===== src/hw/rtl/cpt_pkg.sv =====
// Shared constants, payload types and control structs of the cruise PID throttle core.
// Used by the channel interfaces, the serial arithmetic units, the top level and the checker.
`default_nettype none

package cpt_pkg;

	// Field widths
	localparam int RPM_W      = 16;
	localparam int RATIO_W    = 16;
	localparam int GAIN_W     = 16;
	localparam int OUT_W      = 16;
	localparam int SPD_W      = 8;
	localparam int TIME_W     = 32;
	localparam int INT_W      = 32;
	localparam int ERR_W      = 10;
	localparam int CFG_IDX_W  = 3;
	localparam int CFG_DATA_W = 16;

	// Loop constants
	localparam int TARGET_STEP = 1;
	localparam int DT_LIMIT    = 20;
	localparam int DT_REPLACE  = 10;
	localparam int D_SCALE     = 100;
	localparam int FRAC_W      = 8;

	// Derived widths
	localparam int DT_W     = $clog2(((DT_LIMIT > DT_REPLACE) ? DT_LIMIT : DT_REPLACE) + 1);
	localparam int DIFF_W   = ERR_W + 1;
	localparam int D100_W   = DIFF_W + $clog2(D_SCALE + 1);
	localparam int ED_W     = ERR_W + DT_W + 1;
	localparam int MCAND_W  = INT_W;
	localparam int MPLIER_W = GAIN_W;
	localparam int PROD_W   = MCAND_W + MPLIER_W;
	localparam int DIVD_W   = GAIN_W + D100_W - 1;
	localparam int SUM_W    = PROD_W + 2;
	localparam int SCL_W    = SUM_W - FRAC_W;
	localparam int STEP_W   = SPD_W + $clog2(TARGET_STEP + 1) + 1;
	localparam int MUL_CNT_W = $clog2(MPLIER_W + 1);
	localparam int DIV_CNT_W = $clog2(DIVD_W + 1);

	typedef enum logic [1:0] {
		OP_SAMPLE = 2'd0,
		OP_RAISE  = 2'd1,
		OP_LOWER  = 2'd2
	} op_t;

	typedef enum logic [CFG_IDX_W-1:0] {
		REG_GAIN_P       = 3'd0,
		REG_GAIN_I       = 3'd1,
		REG_GAIN_D       = 3'd2,
		REG_RPM_TO_SPEED = 3'd3,
		REG_OUT_MIN      = 3'd4,
		REG_OUT_MAX      = 3'd5,
		REG_SPEED_MIN    = 3'd6,
		REG_SPEED_MAX    = 3'd7
	} cfg_reg_t;

	typedef enum logic [3:0] {
		ST_IDLE,
		ST_DECODE,
		ST_SPEED,
		ST_INTEG,
		ST_DMUL,
		ST_PMUL,
		ST_IMUL,
		ST_DWAIT,
		ST_ROUND,
		ST_CLAMP,
		ST_DONE
	} state_t;

	typedef struct packed {
		logic [1:0]        opcode;
		logic [RPM_W-1:0]  motor_rpm;
		logic [TIME_W-1:0] now_ms;
		logic              faulted;
		logic              enabled;
		logic              brake_latched;
	} cmd_t;

	typedef struct packed {
		logic [OUT_W-1:0] throttle;
		logic             drive_valid;
		logic [SPD_W-1:0] target;
	} rsp_t;

	typedef struct packed {
		logic [CFG_IDX_W-1:0]  index;
		logic [CFG_DATA_W-1:0] value;
	} cfg_t;

	typedef struct packed {
		logic                start;
		logic [MCAND_W-1:0]  mcand;
		logic [MPLIER_W-1:0] mplier;
	} mul_req_t;

	typedef struct packed {
		logic              busy;
		logic [PROD_W-1:0] product;
	} mul_rsp_t;

	typedef struct packed {
		logic              start;
		logic [DIVD_W-1:0] dividend;
		logic [DT_W-1:0]   divisor;
	} div_req_t;

	typedef struct packed {
		logic              busy;
		logic [DIVD_W-1:0] quotient;
	} div_rsp_t;

endpackage

`default_nettype wire


===== src/hw/rtl/cpt_channels.sv =====
// Valid/ready channel interfaces for command items, result items and register writes.
// Payload types come from cpt_pkg.
`default_nettype none

interface cpt_cmd_if;
	import cpt_pkg::*;
	logic valid;
	logic ready;
	cmd_t data;
	modport source (output valid, output data, input ready);
	modport sink (input valid, input data, output ready);
endinterface

interface cpt_rsp_if;
	import cpt_pkg::*;
	logic valid;
	logic ready;
	rsp_t data;
	modport source (output valid, output data, input ready);
	modport sink (input valid, input data, output ready);
endinterface

interface cpt_cfg_if;
	import cpt_pkg::*;
	logic valid;
	logic ready;
	cfg_t data;
	modport source (output valid, output data, input ready);
	modport sink (input valid, input data, output ready);
endinterface

`default_nettype wire


===== src/hw/rtl/cpt_serial_mul.sv =====
// Bit-serial shift-add multiplier: signed multiplicand times unsigned multiplier,
// one multiplier bit per cycle. Depends on cpt_pkg.
`default_nettype none

module cpt_serial_mul (
	input  logic              clk,
	input  logic              arst_n,
	input  cpt_pkg::mul_req_t req,
	output cpt_pkg::mul_rsp_t rsp
);
	import cpt_pkg::*;

	logic [MCAND_W-1:0]   mcand_q;
	logic [MCAND_W-1:0]   hi_q;
	logic [MPLIER_W-1:0]  lo_q;
	logic [MUL_CNT_W-1:0] cnt_q;
	logic                 busy_q;
	logic [MCAND_W:0]     addend;
	logic [MCAND_W:0]     acc;

	// The low half holds the unused multiplier bits; product bits enter from the top.
	always_comb begin
		addend = lo_q[0] ? {mcand_q[MCAND_W-1], mcand_q} : '0;
		acc    = {hi_q[MCAND_W-1], hi_q} + addend;
	end

	always_ff @(posedge clk or negedge arst_n) begin
		if (!arst_n) begin
			busy_q <= 1'b0;
			cnt_q  <= '0;
		end else if (req.start) begin
			busy_q <= 1'b1;
			cnt_q  <= MUL_CNT_W'(MPLIER_W);
		end else if (busy_q) begin
			cnt_q <= cnt_q - MUL_CNT_W'(1);
			if (cnt_q == MUL_CNT_W'(1)) begin
				busy_q <= 1'b0;
			end
		end
	end

	always_ff @(posedge clk) begin
		if (req.start) begin
			mcand_q <= req.mcand;
			hi_q    <= '0;
			lo_q    <= req.mplier;
		end else if (busy_q) begin
			hi_q <= acc[MCAND_W:1];
			lo_q <= {acc[0], lo_q[MPLIER_W-1:1]};
		end
	end

	assign rsp.busy    = busy_q;
	assign rsp.product = {hi_q, lo_q};

endmodule

`default_nettype wire


===== src/hw/rtl/cpt_serial_div.sv =====
// Restoring divider that yields one quotient bit per cycle for a narrow divisor.
// Unsigned dividend and divisor; depends on cpt_pkg.
`default_nettype none

module cpt_serial_div (
	input  logic              clk,
	input  logic              arst_n,
	input  cpt_pkg::div_req_t req,
	output cpt_pkg::div_rsp_t rsp
);
	import cpt_pkg::*;

	logic [DT_W-1:0]      rem_q;
	logic [DT_W-1:0]      dvs_q;
	logic [DIVD_W-1:0]    quo_q;
	logic [DIV_CNT_W-1:0] cnt_q;
	logic                 busy_q;
	logic [DT_W:0]        trial;
	logic [DT_W:0]        trial_sub;
	logic                 fits;

	// Dividend bits leave from the top of quo_q while quotient bits enter at the bottom.
	always_comb begin
		trial     = {rem_q, quo_q[DIVD_W-1]};
		trial_sub = trial - {1'b0, dvs_q};
		fits      = (trial >= {1'b0, dvs_q});
	end

	always_ff @(posedge clk or negedge arst_n) begin
		if (!arst_n) begin
			busy_q <= 1'b0;
			cnt_q  <= '0;
		end else if (req.start) begin
			busy_q <= 1'b1;
			cnt_q  <= DIV_CNT_W'(DIVD_W);
		end else if (busy_q) begin
			cnt_q <= cnt_q - DIV_CNT_W'(1);
			if (cnt_q == DIV_CNT_W'(1)) begin
				busy_q <= 1'b0;
			end
		end
	end

	always_ff @(posedge clk) begin
		if (req.start) begin
			rem_q <= '0;
			dvs_q <= req.divisor;
			quo_q <= req.dividend;
		end else if (busy_q) begin
			rem_q <= fits ? trial_sub[DT_W-1:0] : trial[DT_W-1:0];
			quo_q <= {quo_q[DIVD_W-2:0], fits};
		end
	end

	assign rsp.busy     = busy_q;
	assign rsp.quotient = quo_q;

endmodule

`default_nettype wire


===== src/hw/rtl/cruise_pid_throttle_core.sv =====
// Cruise PID throttle core: register file, sequencer and datapath around the serial units.
// Depends on cpt_pkg, cpt_channels, cpt_serial_mul and cpt_serial_div.
//
// One item is taken at a time and each yields one result item. A raise, lower, ignored
// or disengaged sample item goes from DECODE straight to DONE and then back to IDLE. An
// engaged speed sample runs the datapath: the shared bit-serial multiplier makes four
// 16-step passes (speed, derivative product, proportional and integral terms), and the
// 33-step serial divide of the derivative term runs under the last two of them. The
// result register is separate, so a new item can be accepted while a result waits.
`default_nettype none

module cruise_pid_throttle_core (
	input  logic        clk,
	input  logic        arst_n,
	cpt_cmd_if.sink     cmd,
	cpt_rsp_if.source   rsp,
	cpt_cfg_if.sink     cfg
);
	import cpt_pkg::*;

	localparam logic signed [D100_W-1:0] D_SCALE_S = D100_W'(D_SCALE);

	state_t state_q, state_nxt;

	// Configuration
	logic [GAIN_W-1:0]  gain_p_q, gain_i_q, gain_d_q;
	logic [RATIO_W-1:0] ratio_q;
	logic [OUT_W-1:0]   out_min_q, out_max_q;
	logic [SPD_W-1:0]   speed_min_q, speed_max_q;

	// Loop state
	logic [SPD_W-1:0]  target_q;
	logic [TIME_W-1:0] last_time_q;
	logic [INT_W-1:0]  integ_q;
	logic [ERR_W-1:0]  last_err_q;

	// Item and work registers
	logic [1:0]        op_q;
	logic [RPM_W-1:0]  rpm_q;
	logic [TIME_W-1:0] now_q;
	logic              engaged_q;
	logic [ERR_W-1:0]  err_q;
	logic [DT_W-1:0]   dt_q;
	logic              d_neg_q;
	logic [SUM_W-1:0]  sum_q;
	logic [SCL_W-1:0]  scl_q;
	logic [OUT_W-1:0]  res_thr_q;
	logic              res_dv_q;
	rsp_t              out_q;
	logic              out_vld_q;

	mul_req_t mul_req;
	mul_rsp_t mul_rsp;
	div_req_t div_req;
	div_rsp_t div_rsp;

	logic                   cmd_take;
	logic                   out_load;
	logic                   is_engaged_sample;
	logic [RPM_W-1:0]       speed;
	logic signed [RPM_W:0]  err_raw;
	logic [ERR_W-1:0]       err_sat;
	logic [TIME_W-1:0]      tdiff;
	logic [DT_W-1:0]        dt_calc;
	logic signed [ED_W-1:0] err_dt;
	logic signed [INT_W:0]  isum;
	logic [INT_W-1:0]       integ_next;
	logic signed [D100_W-1:0] dx;
	logic signed [D100_W-1:0] d100;
	logic [PROD_W-1:0]      prod_abs;
	logic [SUM_W-1:0]       prod_ext;
	logic [SUM_W-1:0]       d_term;
	logic [SUM_W-1:0]       rsum;
	logic [OUT_W-1:0]       clamp_val;
	logic [STEP_W-1:0]      raise_sum;
	logic signed [STEP_W-1:0] lower_sum;
	logic [SPD_W-1:0]       raise_val;
	logic [SPD_W-1:0]       lower_val;

	assign cmd_take          = cmd.valid && cmd.ready;
	assign out_load          = (state_q == ST_DONE) && (!out_vld_q || rsp.ready);
	assign is_engaged_sample = (op_q == OP_SAMPLE) && engaged_q;

	// Next state
	always_comb begin
		state_nxt = state_q;
		case (state_q)
			ST_IDLE:   if (cmd.valid) state_nxt = ST_DECODE;
			ST_DECODE: state_nxt = is_engaged_sample ? ST_SPEED : ST_DONE;
			ST_SPEED:  if (!mul_rsp.busy) state_nxt = ST_INTEG;
			ST_INTEG:  state_nxt = ST_DMUL;
			ST_DMUL:   if (!mul_rsp.busy) state_nxt = ST_PMUL;
			ST_PMUL:   if (!mul_rsp.busy) state_nxt = ST_IMUL;
			ST_IMUL:   if (!mul_rsp.busy) state_nxt = ST_DWAIT;
			ST_DWAIT:  if (!div_rsp.busy) state_nxt = ST_ROUND;
			ST_ROUND:  state_nxt = ST_CLAMP;
			ST_CLAMP:  state_nxt = ST_DONE;
			ST_DONE:   if (!out_vld_q || rsp.ready) state_nxt = ST_IDLE;
			default:   state_nxt = ST_IDLE;
		endcase
	end

	// Sequencer outputs: handshake and requests to the serial units
	always_comb begin
		cmd.ready       = (state_q == ST_IDLE);
		mul_req         = '0;
		div_req         = '0;
		div_req.dividend = prod_abs[DIVD_W-1:0];
		div_req.divisor  = dt_q;
		case (state_q)
			ST_DECODE: begin
				mul_req.start  = is_engaged_sample;
				mul_req.mcand  = MCAND_W'(rpm_q);
				mul_req.mplier = MPLIER_W'(ratio_q);
			end
			ST_INTEG: begin
				mul_req.start  = 1'b1;
				mul_req.mcand  = MCAND_W'(d100);
				mul_req.mplier = gain_d_q;
			end
			ST_DMUL: begin
				mul_req.start  = !mul_rsp.busy;
				mul_req.mcand  = MCAND_W'($signed(err_q));
				mul_req.mplier = gain_p_q;
				div_req.start  = !mul_rsp.busy;
			end
			ST_PMUL: begin
				mul_req.start  = !mul_rsp.busy;
				mul_req.mcand  = integ_q;
				mul_req.mplier = gain_i_q;
			end
			default: begin
				mul_req = '0;
			end
		endcase
	end

	// Datapath arithmetic
	always_comb begin
		speed   = mul_rsp.product[RATIO_W +: RPM_W];
		err_raw = $signed({{(RPM_W + 1 - SPD_W){1'b0}}, target_q}) - $signed({1'b0, speed});
		if (err_raw > $signed((RPM_W + 1)'(2 ** (ERR_W - 1) - 1))) begin
			err_sat = {1'b0, {(ERR_W - 1){1'b1}}};
		end else if (err_raw < $signed(-(RPM_W + 1)'(2 ** (ERR_W - 1)))) begin
			err_sat = {1'b1, {(ERR_W - 1){1'b0}}};
		end else begin
			err_sat = err_raw[ERR_W-1:0];
		end

		// Long gaps fall back to a nominal period, and a repeated timestamp counts as one.
		tdiff = now_q - last_time_q;
		if (tdiff > TIME_W'(DT_LIMIT)) begin
			dt_calc = DT_W'(DT_REPLACE);
		end else if (tdiff == '0) begin
			dt_calc = DT_W'(1);
		end else begin
			dt_calc = tdiff[DT_W-1:0];
		end

		err_dt = ED_W'($signed(err_q)) * ED_W'($signed({1'b0, dt_q}));
		isum   = (INT_W + 1)'($signed(integ_q)) + (INT_W + 1)'(err_dt);
		if (isum[INT_W] != isum[INT_W-1]) begin
			integ_next = isum[INT_W] ? {1'b1, {(INT_W - 1){1'b0}}} : {1'b0, {(INT_W - 1){1'b1}}};
		end else begin
			integ_next = isum[INT_W-1:0];
		end

		dx   = D100_W'($signed(err_q)) - D100_W'($signed(last_err_q));
		d100 = dx * D_SCALE_S;

		prod_abs = mul_rsp.product[PROD_W-1] ? (~mul_rsp.product + PROD_W'(1)) : mul_rsp.product;
		prod_ext = SUM_W'($signed(mul_rsp.product));
		d_term   = d_neg_q ? (~SUM_W'(div_rsp.quotient) + SUM_W'(1)) : SUM_W'(div_rsp.quotient);

		// Bias negative sums so the shift truncates toward zero.
		rsum = sum_q + (sum_q[SUM_W-1] ? SUM_W'(2 ** FRAC_W - 1) : '0);

		if ($signed(scl_q) > $signed({{(SCL_W - OUT_W){1'b0}}, out_max_q})) begin
			clamp_val = out_max_q;
		end else if ($signed(scl_q) < $signed({{(SCL_W - OUT_W){1'b0}}, out_min_q})) begin
			clamp_val = out_min_q;
		end else begin
			clamp_val = scl_q[OUT_W-1:0];
		end

		raise_sum = STEP_W'(target_q) + STEP_W'(TARGET_STEP);
		raise_val = (raise_sum > STEP_W'(speed_max_q)) ? speed_max_q : raise_sum[SPD_W-1:0];
		lower_sum = $signed(STEP_W'(target_q)) - $signed(STEP_W'(TARGET_STEP));
		lower_val = (lower_sum < $signed(STEP_W'(speed_min_q))) ? speed_min_q
			: lower_sum[SPD_W-1:0];
	end

	// Control, configuration and loop state
	always_ff @(posedge clk or negedge arst_n) begin
		if (!arst_n) begin
			state_q     <= ST_IDLE;
			gain_p_q    <= '0;
			gain_i_q    <= '0;
			gain_d_q    <= '0;
			ratio_q     <= '0;
			out_min_q   <= '0;
			out_max_q   <= '1;
			speed_min_q <= '0;
			speed_max_q <= '1;
			target_q    <= '0;
			last_time_q <= '0;
			integ_q     <= '0;
			last_err_q  <= '0;
			out_vld_q   <= 1'b0;
		end else begin
			state_q <= state_nxt;

			if (cfg.valid && cfg.ready) begin
				case (cfg_reg_t'(cfg.data.index))
					REG_GAIN_P:       gain_p_q    <= cfg.data.value[GAIN_W-1:0];
					REG_GAIN_I:       gain_i_q    <= cfg.data.value[GAIN_W-1:0];
					REG_GAIN_D:       gain_d_q    <= cfg.data.value[GAIN_W-1:0];
					REG_RPM_TO_SPEED: ratio_q     <= cfg.data.value[RATIO_W-1:0];
					REG_OUT_MIN:      out_min_q   <= cfg.data.value[OUT_W-1:0];
					REG_OUT_MAX:      out_max_q   <= cfg.data.value[OUT_W-1:0];
					REG_SPEED_MIN:    speed_min_q <= cfg.data.value[SPD_W-1:0];
					REG_SPEED_MAX:    speed_max_q <= cfg.data.value[SPD_W-1:0];
					default:          gain_p_q    <= gain_p_q;
				endcase
			end

			if (state_q == ST_DECODE) begin
				case (op_q)
					OP_SAMPLE: if (!engaged_q) integ_q <= '0;
					OP_RAISE:  target_q <= raise_val;
					OP_LOWER:  target_q <= lower_val;
					default:   target_q <= target_q;
				endcase
			end

			if (state_q == ST_INTEG) begin
				integ_q     <= integ_next;
				last_time_q <= now_q;
				last_err_q  <= err_q;
			end

			if (out_load) begin
				out_vld_q <= 1'b1;
			end else if (rsp.ready) begin
				out_vld_q <= 1'b0;
			end
		end
	end

	// Payload registers
	always_ff @(posedge clk) begin
		if (cmd_take) begin
			op_q      <= cmd.data.opcode;
			rpm_q     <= cmd.data.motor_rpm;
			now_q     <= cmd.data.now_ms;
			engaged_q <= !cmd.data.faulted && cmd.data.enabled && !cmd.data.brake_latched;
		end
		if (state_q == ST_DECODE) begin
			dt_q      <= dt_calc;
			res_thr_q <= '0;
			res_dv_q  <= 1'b0;
		end
		if ((state_q == ST_SPEED) && !mul_rsp.busy) begin
			err_q <= err_sat;
		end
		if ((state_q == ST_DMUL) && !mul_rsp.busy) begin
			d_neg_q <= mul_rsp.product[PROD_W-1];
		end
		if ((state_q == ST_PMUL) && !mul_rsp.busy) begin
			sum_q <= prod_ext;
		end
		if ((state_q == ST_IMUL) && !mul_rsp.busy) begin
			sum_q <= sum_q + prod_ext;
		end
		if ((state_q == ST_DWAIT) && !div_rsp.busy) begin
			sum_q <= sum_q + d_term;
		end
		if (state_q == ST_ROUND) begin
			scl_q <= rsum[SUM_W-1:FRAC_W];
		end
		if (state_q == ST_CLAMP) begin
			res_thr_q <= clamp_val;
			res_dv_q  <= 1'b1;
		end
		if (out_load) begin
			out_q.throttle    <= res_thr_q;
			out_q.drive_valid <= res_dv_q;
			out_q.target      <= target_q;
		end
	end

	assign rsp.valid = out_vld_q;
	assign rsp.data  = out_q;
	assign cfg.ready = 1'b1;

	cpt_serial_mul u_mul (
		.clk    (clk),
		.arst_n (arst_n),
		.req    (mul_req),
		.rsp    (mul_rsp)
	);

	cpt_serial_div u_div (
		.clk    (clk),
		.arst_n (arst_n),
		.req    (div_req),
		.rsp    (div_rsp)
	);

endmodule

`default_nettype wire


===== src/flat_wrapper.sv =====
// flat-port wrapper written by rule: the top's interface ports become plain ports
module cruise_pid_throttle_core_flat import cpt_pkg::*;
  (clk, arst_n, cmd_valid, cmd_data, cmd_ready, rsp_valid, rsp_data, rsp_ready, cfg_valid, cfg_data, cfg_ready);
  cpt_cmd_if cmd_i ();
  cpt_rsp_if rsp_i ();
  cpt_cfg_if cfg_i ();
  input  logic clk;
  input  logic arst_n;
  input wire logic [$bits(cmd_i.valid)-1:0] cmd_valid;
  input wire logic [$bits(cmd_i.data)-1:0] cmd_data;
  output wire logic [$bits(cmd_i.ready)-1:0] cmd_ready;
  output wire logic [$bits(rsp_i.valid)-1:0] rsp_valid;
  output wire logic [$bits(rsp_i.data)-1:0] rsp_data;
  input wire logic [$bits(rsp_i.ready)-1:0] rsp_ready;
  input wire logic [$bits(cfg_i.valid)-1:0] cfg_valid;
  input wire logic [$bits(cfg_i.data)-1:0] cfg_data;
  output wire logic [$bits(cfg_i.ready)-1:0] cfg_ready;
  assign cmd_i.valid = cmd_valid;
  assign cmd_i.data = cmd_data;
  assign cmd_ready = cmd_i.ready;
  assign rsp_valid = rsp_i.valid;
  assign rsp_data = rsp_i.data;
  assign rsp_i.ready = rsp_ready;
  assign cfg_i.valid = cfg_valid;
  assign cfg_i.data = cfg_data;
  assign cfg_ready = cfg_i.ready;
  cruise_pid_throttle_core u_core (.clk(clk), .arst_n(arst_n), .cmd(cmd_i), .rsp(rsp_i), .cfg(cfg_i));
endmodule

===== config.mk =====
export PLATFORM = sky130hd
export DESIGN_NAME = cruise_pid_throttle_core_flat
export DESIGN_NICKNAME = d
export VERILOG_FILES = /design/src/hw/rtl/cpt_pkg.sv /design/src/hw/rtl/cpt_channels.sv /design/src/hw/rtl/cpt_serial_mul.sv /design/src/hw/rtl/cpt_serial_div.sv /design/src/hw/rtl/cruise_pid_throttle_core.sv /design/src/flat_wrapper.sv
export SDC_FILE = /design/constraint.sdc
export NUM_CORES = 2
export LEC_CHECK = 0
export ABC_AREA = 1
export BUFFER_PORTS_ARGS = -buffer_cell sky130_fd_sc_hd__buf_4
export CORE_MARGIN = 8
export CORE_UTILIZATION = 65
export DETAILED_ROUTE_END_ITERATION = 10
export HOLD_SLACK_MARGIN = 0.12
export PLACE_DENSITY_LB_ADDON = 0.12
export SLEW_MARGIN = 5
export SYNTH_ARGS = -nofsm -noshare
export SYNTH_HDL_FRONTEND = slang
export SYNTH_SLANG_ARGS = --single-unit

===== constraint.sdc =====
create_clock -name clk -period 9.77 [get_ports clk]
set_clock_uncertainty 0.05 [all_clocks]
set_input_delay 0 -clock clk [delete_from_list [all_inputs] [get_ports clk]]
set_output_delay 0 -clock clk [all_outputs]
set_load 0.02 [all_outputs]

# Word level (Yosys, flattened, before mapping)
# Cells that the tools add are included.
# W data, S select, Z words.
dict set report word_totals {
  register_bits 536
}
dict set report op_classes {
  n_mux 50
  multipliers 2
  n_reduce_logical 40
  eq_ne 30
  bitwise_logic 2
  n_lt_le_gt_ge 8
  addsub 15
}
# op n
set op_table {}
lappend op_table {{$mux W50} 4}
lappend op_table {{$pmux W49 S4} 1}
lappend op_table {{$mux W32} 6}
lappend op_table {{$add A50 B50 Y50} 3}
lappend op_table {{$mux W33} 4}
lappend op_table {{$mux W16} 6}
lappend op_table {{$add A50 B1 Y50 const B} 1}
lappend op_table {{$not A33 Y50} 1}
lappend op_table {{$pmux W4 S11} 1}
lappend op_table {{$gt A42 B17 Y1} 1}
lappend op_table {{$lt A42 B17 Y1} 1}
lappend op_table {{$mux W4} 9}
lappend op_table {{$add A32 B16 Y33} 1}
lappend op_table {{$add A33 B1 Y33 const B} 1}
lappend op_table {{$add A33 B33 Y33} 1}
lappend op_table {{$not A33 Y33} 1}
lappend op_table {{$gt A32 B5 Y1 const B} 1}
lappend op_table {{$logic_not A32 Y1} 1}
lappend op_table {{$sub A32 B32 Y32} 1}
lappend op_table {{$mux W8} 3}
lappend op_table {{$mul A18 B6 Y16 const B} 1}
lappend op_table {{$reduce_and A2 Y1} 9}
lappend op_table {{$gt A17 B10 Y1 const B} 1}
lappend op_table {{$lt A17 B10 Y1 const B} 1}
lappend op_table {{40 further kinds} 87}

# Logic depth before layout (Yosys ltp)
dict set report depth {
  word_depth 5
  depth_mapped 29
  mapped_depth_nobuf 26
}

# By module
# Synthesis repeated with hierarchy kept, for this count alone.
dict set report hier_totals {
  hier_cells 6169
  hier_area_um2 44041.0
}
# module area_per_inst_um2 cells_each instances
set by_module_without_submodules {}
lappend by_module_without_submodules {cruise_pid_throttle_core 36010.8 5068 1}
lappend by_module_without_submodules {cpt_serial_mul 5649.2 845 1}
lappend by_module_without_submodules {cpt_serial_div 2381.0 256 1}

# Worst setup path before layout
# OpenSTA, ideal clock, no wires.
dict set report synth_path {
  path_type {register to register}
  from {register u_core.dt_q[0]}
  to {register u_core.integ_q[22]}
  setup_slack_ns 4.490
  n_path_buf 3
  arrival_ns 5.114
  setup_time_ns 0.116
  t_required_ns 9.604
  path_stages_with_launch 24
  cell_sequence {edfxtp_1 clkbuf_1 nand2_1 fa_1 inv_1 ha_1 fa_1 inv_1 fa_1 inv_1 ha_1 a21o_1 a31oi_1 o21ai_1 a21oi_1 nand2_1 nand2_1 nand4_2 nand2_2 inv_2 buf_6 buf_6 nand2_1 nand2_1}
}
dict set report synth_via {
  elab_chain_len 5
  word_cells_on_any_way 6
  classes_between {add/sub: 1; mul: 1; eq/ne: 1; mux: 3}
}
# element line
set synth_lines {}
lappend synth_lines {{start: declaration} cruise_pid_throttle_core.sv:43} ;# logic [DT_W-1:0] dt_q;
lappend synth_lines {{start signal: assignment} cruise_pid_throttle_core.sv:259} ;# dt_q <= dt_calc;
lappend synth_lines {{$mul A10 B6 Y16 (*)} cruise_pid_throttle_core.sv:160} ;# err_dt = ED_W'($signed(err_q)) * ED_W'($signed({1'b0, dt_q}));
lappend synth_lines {{$add A32 B16 Y33 (*)} cruise_pid_throttle_core.sv:161} ;# isum = (INT_W + 1)'($signed(integ_q)) + (INT_W + 1)'(err_dt);
lappend synth_lines {{$mux W32 or $ne A1 B1 Y1 (tied branches)} {cruise_pid_throttle_core.sv:163, cruise_pid_throttle_core.sv:162}}
lappend synth_lines {{$mux W32 (*)} cruise_pid_throttle_core.sv:162} ;# if (isum[INT_W] != isum[INT_W-1]) begin
lappend synth_lines {{$mux W32 (*)} cruise_pid_throttle_core.sv:236} ;# if (state_q == ST_INTEG) begin
lappend synth_lines {{end signal: assignment} cruise_pid_throttle_core.sv:237} ;# integ_q <= integ_next;
lappend synth_lines {{end: declaration} cruise_pid_throttle_core.sv:34} ;# logic [INT_W-1:0] integ_q;
# Every way passes the cells marked *; elsewhere a longest branch is shown, timed or not.
# A chain may end at the register's enable or synchronous reset.

# Final worst setup path
dict set report layout_path {
  from {register u_core.dt_q[0]}
  to {register u_core.integ_q[12]}
}
# Same word-level chain as after synthesis.

==> results.py <==
metrics = {
    "outcome": {
        "status": "complete, but fails checks",
        "violations": "design-rule violations",
    },
    "critical_path": {
        "worstPathMaxFanout": 29,
        "critPathLaunchType": "register",
        "end_kind": "register",
        "crit_type": "register to register",
        "crit_required_ns": 10.24,
        "r2r_slack_ns": 2.68,
        "arrival_ns": 7.56,
    },
    "layout": {
        "area_growth_pct": 11.7,
        "final_net_count": 6689,
        "fillers": 4930,
        "drive_gt1_share_pct": 5.82,
    },
    "grt": {
        "overflow": 0,
        "grt_pass1_vias": 44600,
        "antenna_found_initial": 5,
        "grt_max_degree": 91,
        "grtUsageTotal_pct": 42.0,
        "grt_pass1_wl_um": 248000,
    },
    "floorplan": {
        "start_util_pct": 65.5,
        "die_x_um": 276,
        "row_count": 95,
        "die_h_um": 276,
        "core_sq_um": 67000,
        "dieArea_sq_um": 76100,
        "io_pins": 105,
    },
    "sta": {
        "rsz0062_at_grt": "false",
        "slew_headroom_pct": 16.8,
        "finalCritPeriodShare_pct": 72.6,
        "setup_violations": 0,
        "hold_viol_final": 0,
        "worst_pin_slew_ns": 1.25,
        "max_freq_mhz": 141,
        "slew_violations": 0,
        "tns_ns": 0,
        "finalCriticalPeriod_ns": 7.09,
    },
    "logic_synthesis": {
        "synth-edff-count": 286,
        "synth.largest_area_cell": "edfxtp_1",
        "synth_top_family_by_area": "simple AND/OR/NAND/NOR gates",
        "yosys.cell_types.count": 74,
        "synth_cells": 5988,
        "synth_ff_type": "edfxtp_1",
        "syn_nets": 6471,
        "synthTopCellsByArea": "edfxtp_1 20%, nand2_1 12%, dfrtp_1 11%, ha_1 9.5%, inv_1 8.2%",
        "yosysTopAreaCellShare_pct": 19.6,
        "syn_area_per_cell_sq_um": 7.33,
        "synth_compound_gate_area_share_pct": 16.1,
        "yosysSeqAreaShare_pct": 33.4,
        "yosysMostFrequentCell": "nand2_1",
        "yosysWarningCount": 0,
        "yosys-top-cells-count": "1377 x nand2_1, 963 x inv_1, 548 x nor2_1",
        "netlist_area_sq_um": 43900,
        "synth-simple-area-share_pct": 23.7,
        "synth-adder-area-share_pct": 12.8,
        "ys_ff_latch": 536,
        "muxShareOfSynthArea_pct": 0,
        "synth_xor_area_share_pct": 4.31,
        "async_flop_share_pct": 39.6,
    },
    "clock_network": {
        "hold_buffers": 152,
        "clkTransAtPathRegs_ns": 0.06,
        "root_buffer": "clkbuf_16",
        "clk_latency_ns": 0.69,
        "ctsResizeCount": 0,
        "postCtsSetupBuffers": 0,
        "clockBufferDepth": 3,
        "htree_levels": 2,
        "clock_sinks": 536,
        "cts_made_buffers": 58,
        "cts_tree": "done",
    },
    "placement": {
        "place.detailed.hpwl_um": 114000,
        "io_buffers": 103,
        "routabilityCongestion": 1.07,
    },
    "routing": {
        "num_vias": 45200,
        "viasPerCell": 6.34,
        "drtIter0Drc": 5825,
        "final_antenna_net_count": 0,
        "wl_um": 163000,
        "wl_per_cell_um": 22.9,
        "drc": 1,
        "drt_pass1_iterations": 11,
    },
    "min_path": {
        "min_path_type": "input port to register",
    },
    "run": {
        "drv_cap": 0,
    },
}
==> worst max-delay path: stages (launching register included) <==
cell,delay [ns]
edfxtp_1,0.55
nand2_1,0.28
fa_1,0.73
inv_1,0.14
ha_1,0.38
fa_1,0.49
inv_1,0.83
fa_1,0.57
inv_1,0.06
ha_1,0.29
a21o_1,0.22
a31oi_1,0.20
o21ai_1,0.17
a21oi_1,0.24
nand2_1,0.08
nand2_1,0.10
nand4_2,0.70
nand2_2,0.30
inv_2,0.26
nand2_1,0.19
nand2_1,0.08
==> placed cells by master, fill, tap and decap left out, drive strengths merged, types with 7 or more instances in the layout <==
cell / instances
o21bai: 41
a22o: 16
nand3: 276
buf: 136
edfxtp: 286
and3: 7
nand4: 71
or2: 15
xnor2: 69
a21oi: 429
a31oi: 38
inv: 979
clkinv: 24
a21o: 33
xor2: 147
dfstp: 24
o31ai: 11
fa: 72
ha: 334
dlygate4sd3: 151
nand2: 1400
o2111ai: 13
o211ai: 39
o21ai: 527
nor3: 93
a221oi: 21
o21a: 29
dfxtp: 38
a21boi: 14
nand3b: 12
dfrtp: 188
nor4: 27
clkbuf: 76
nor2: 564
==> final cells by class <==
type / instances / area, sq um / area share [%]
antenna: 2 / 5.00 / 0.0102
clock buffer: 76 / 1630 / 3.32
clock inverter: 34 / 379 / 0.773
inverter: 978 / 3670 / 7.48
multi-input combinational: 4345 / 25000 / 51.0
sequential: 536 / 14700 / 29.9
tap: 873 / 1090 / 2.23
timing repair buffer: 287 / 2560 / 5.22
==> routing by layer <==
metal / share of wire [%] / vias to the layer above / track usage, % / wire length (um)
met1: 35 / 20600 / 48.4 / 56500
met4: 9.9 / 6 / 33.5 / 16200
met5: 0.028 / - / 0 / 46
li1: - / 20200 / - / -
met3: 11 / 1091 / 9.38 / 18100
met2: 44 / 3339 / 67.4 / 72300
==> path summary, 6_finish.rpt <==
kind / cells after the start / end / start
setup / recovery: 20 / u_core.integ_q[12] / u_core.dt_q[0]
hold / removal: 3 / u_core.engaged_q / cmd_data[1]
setup reg to reg: 20 / u_core.integ_q[12] / u_core.dt_q[0]
hold reg to reg: 0 / u_core.rsp.data[12] / u_core.res_thr_q[3]
max in group asynchronous: 5 / u_core.gain_p_q[15] / arst_n
min in group asynchronous: 4 / u_core.last_time_q[18] / arst_n
==> flip-flops by register name, indices dropped and copies added, names as in the netlist, 10 cells and up <==
register              flops
u_core.err_q             10
u_core.gain_d_q          16
u_core.gain_i_q          16
u_core.gain_p_q          16
u_core.integ_q           32
u_core.last_err_q        10
u_core.last_time_q       32
u_core.now_q             32
u_core.out_max_q         16
u_core.out_min_q         16
u_core.ratio_q           16
u_core.res_thr_q         16
u_core.rpm_q             16
u_core.rsp.data          25
u_core.scl_q             42
u_core.sum_q             50
u_core.u_div.quo_q       33
u_core.u_mul.hi_q        32
u_core.u_mul.lo_q        16
u_core.u_mul.mcand_q     32
==> cells by family (layout without fill, tap and decap cells) <==
logic type / Yosys count / after routing
xor gates and xnor gates: 216 / 216
DFF: 536 / 536
other: 1 / 3
and+or+nand+nor: 2476 / 2476
buffers and inverters: 1107 / 1375
adders and majority gates: 406 / 406
AOI/OAI and AO/OA: 1246 / 1246
==> through the flow <==
step | instance area, sq um | worst slack (ns) | std cells | hold slack [ns] | util [%]
5_1_grt | 49100 | 2.19 | 7131 | 0.208 | 73.2
3_3_place_gp | 45500 | 3.14 | 6867 | -0.0748 | 67.9
2_1_floorplan | 43900 | 4.49 | 5988 | -0.346 | -
6_report | 49100 | 2.68 | 7131 | 0.212 | 73.2
3_5_place_dp | 45500 | 2.96 | 6867 | -0.0653 | 67.9
4_1_cts | 49100 | 2.91 | 7129 | 0.164 | 73.2
Power is not shown: default switching activity piles up to over one toggle a cycle in this logic, so the estimate is an artifact.
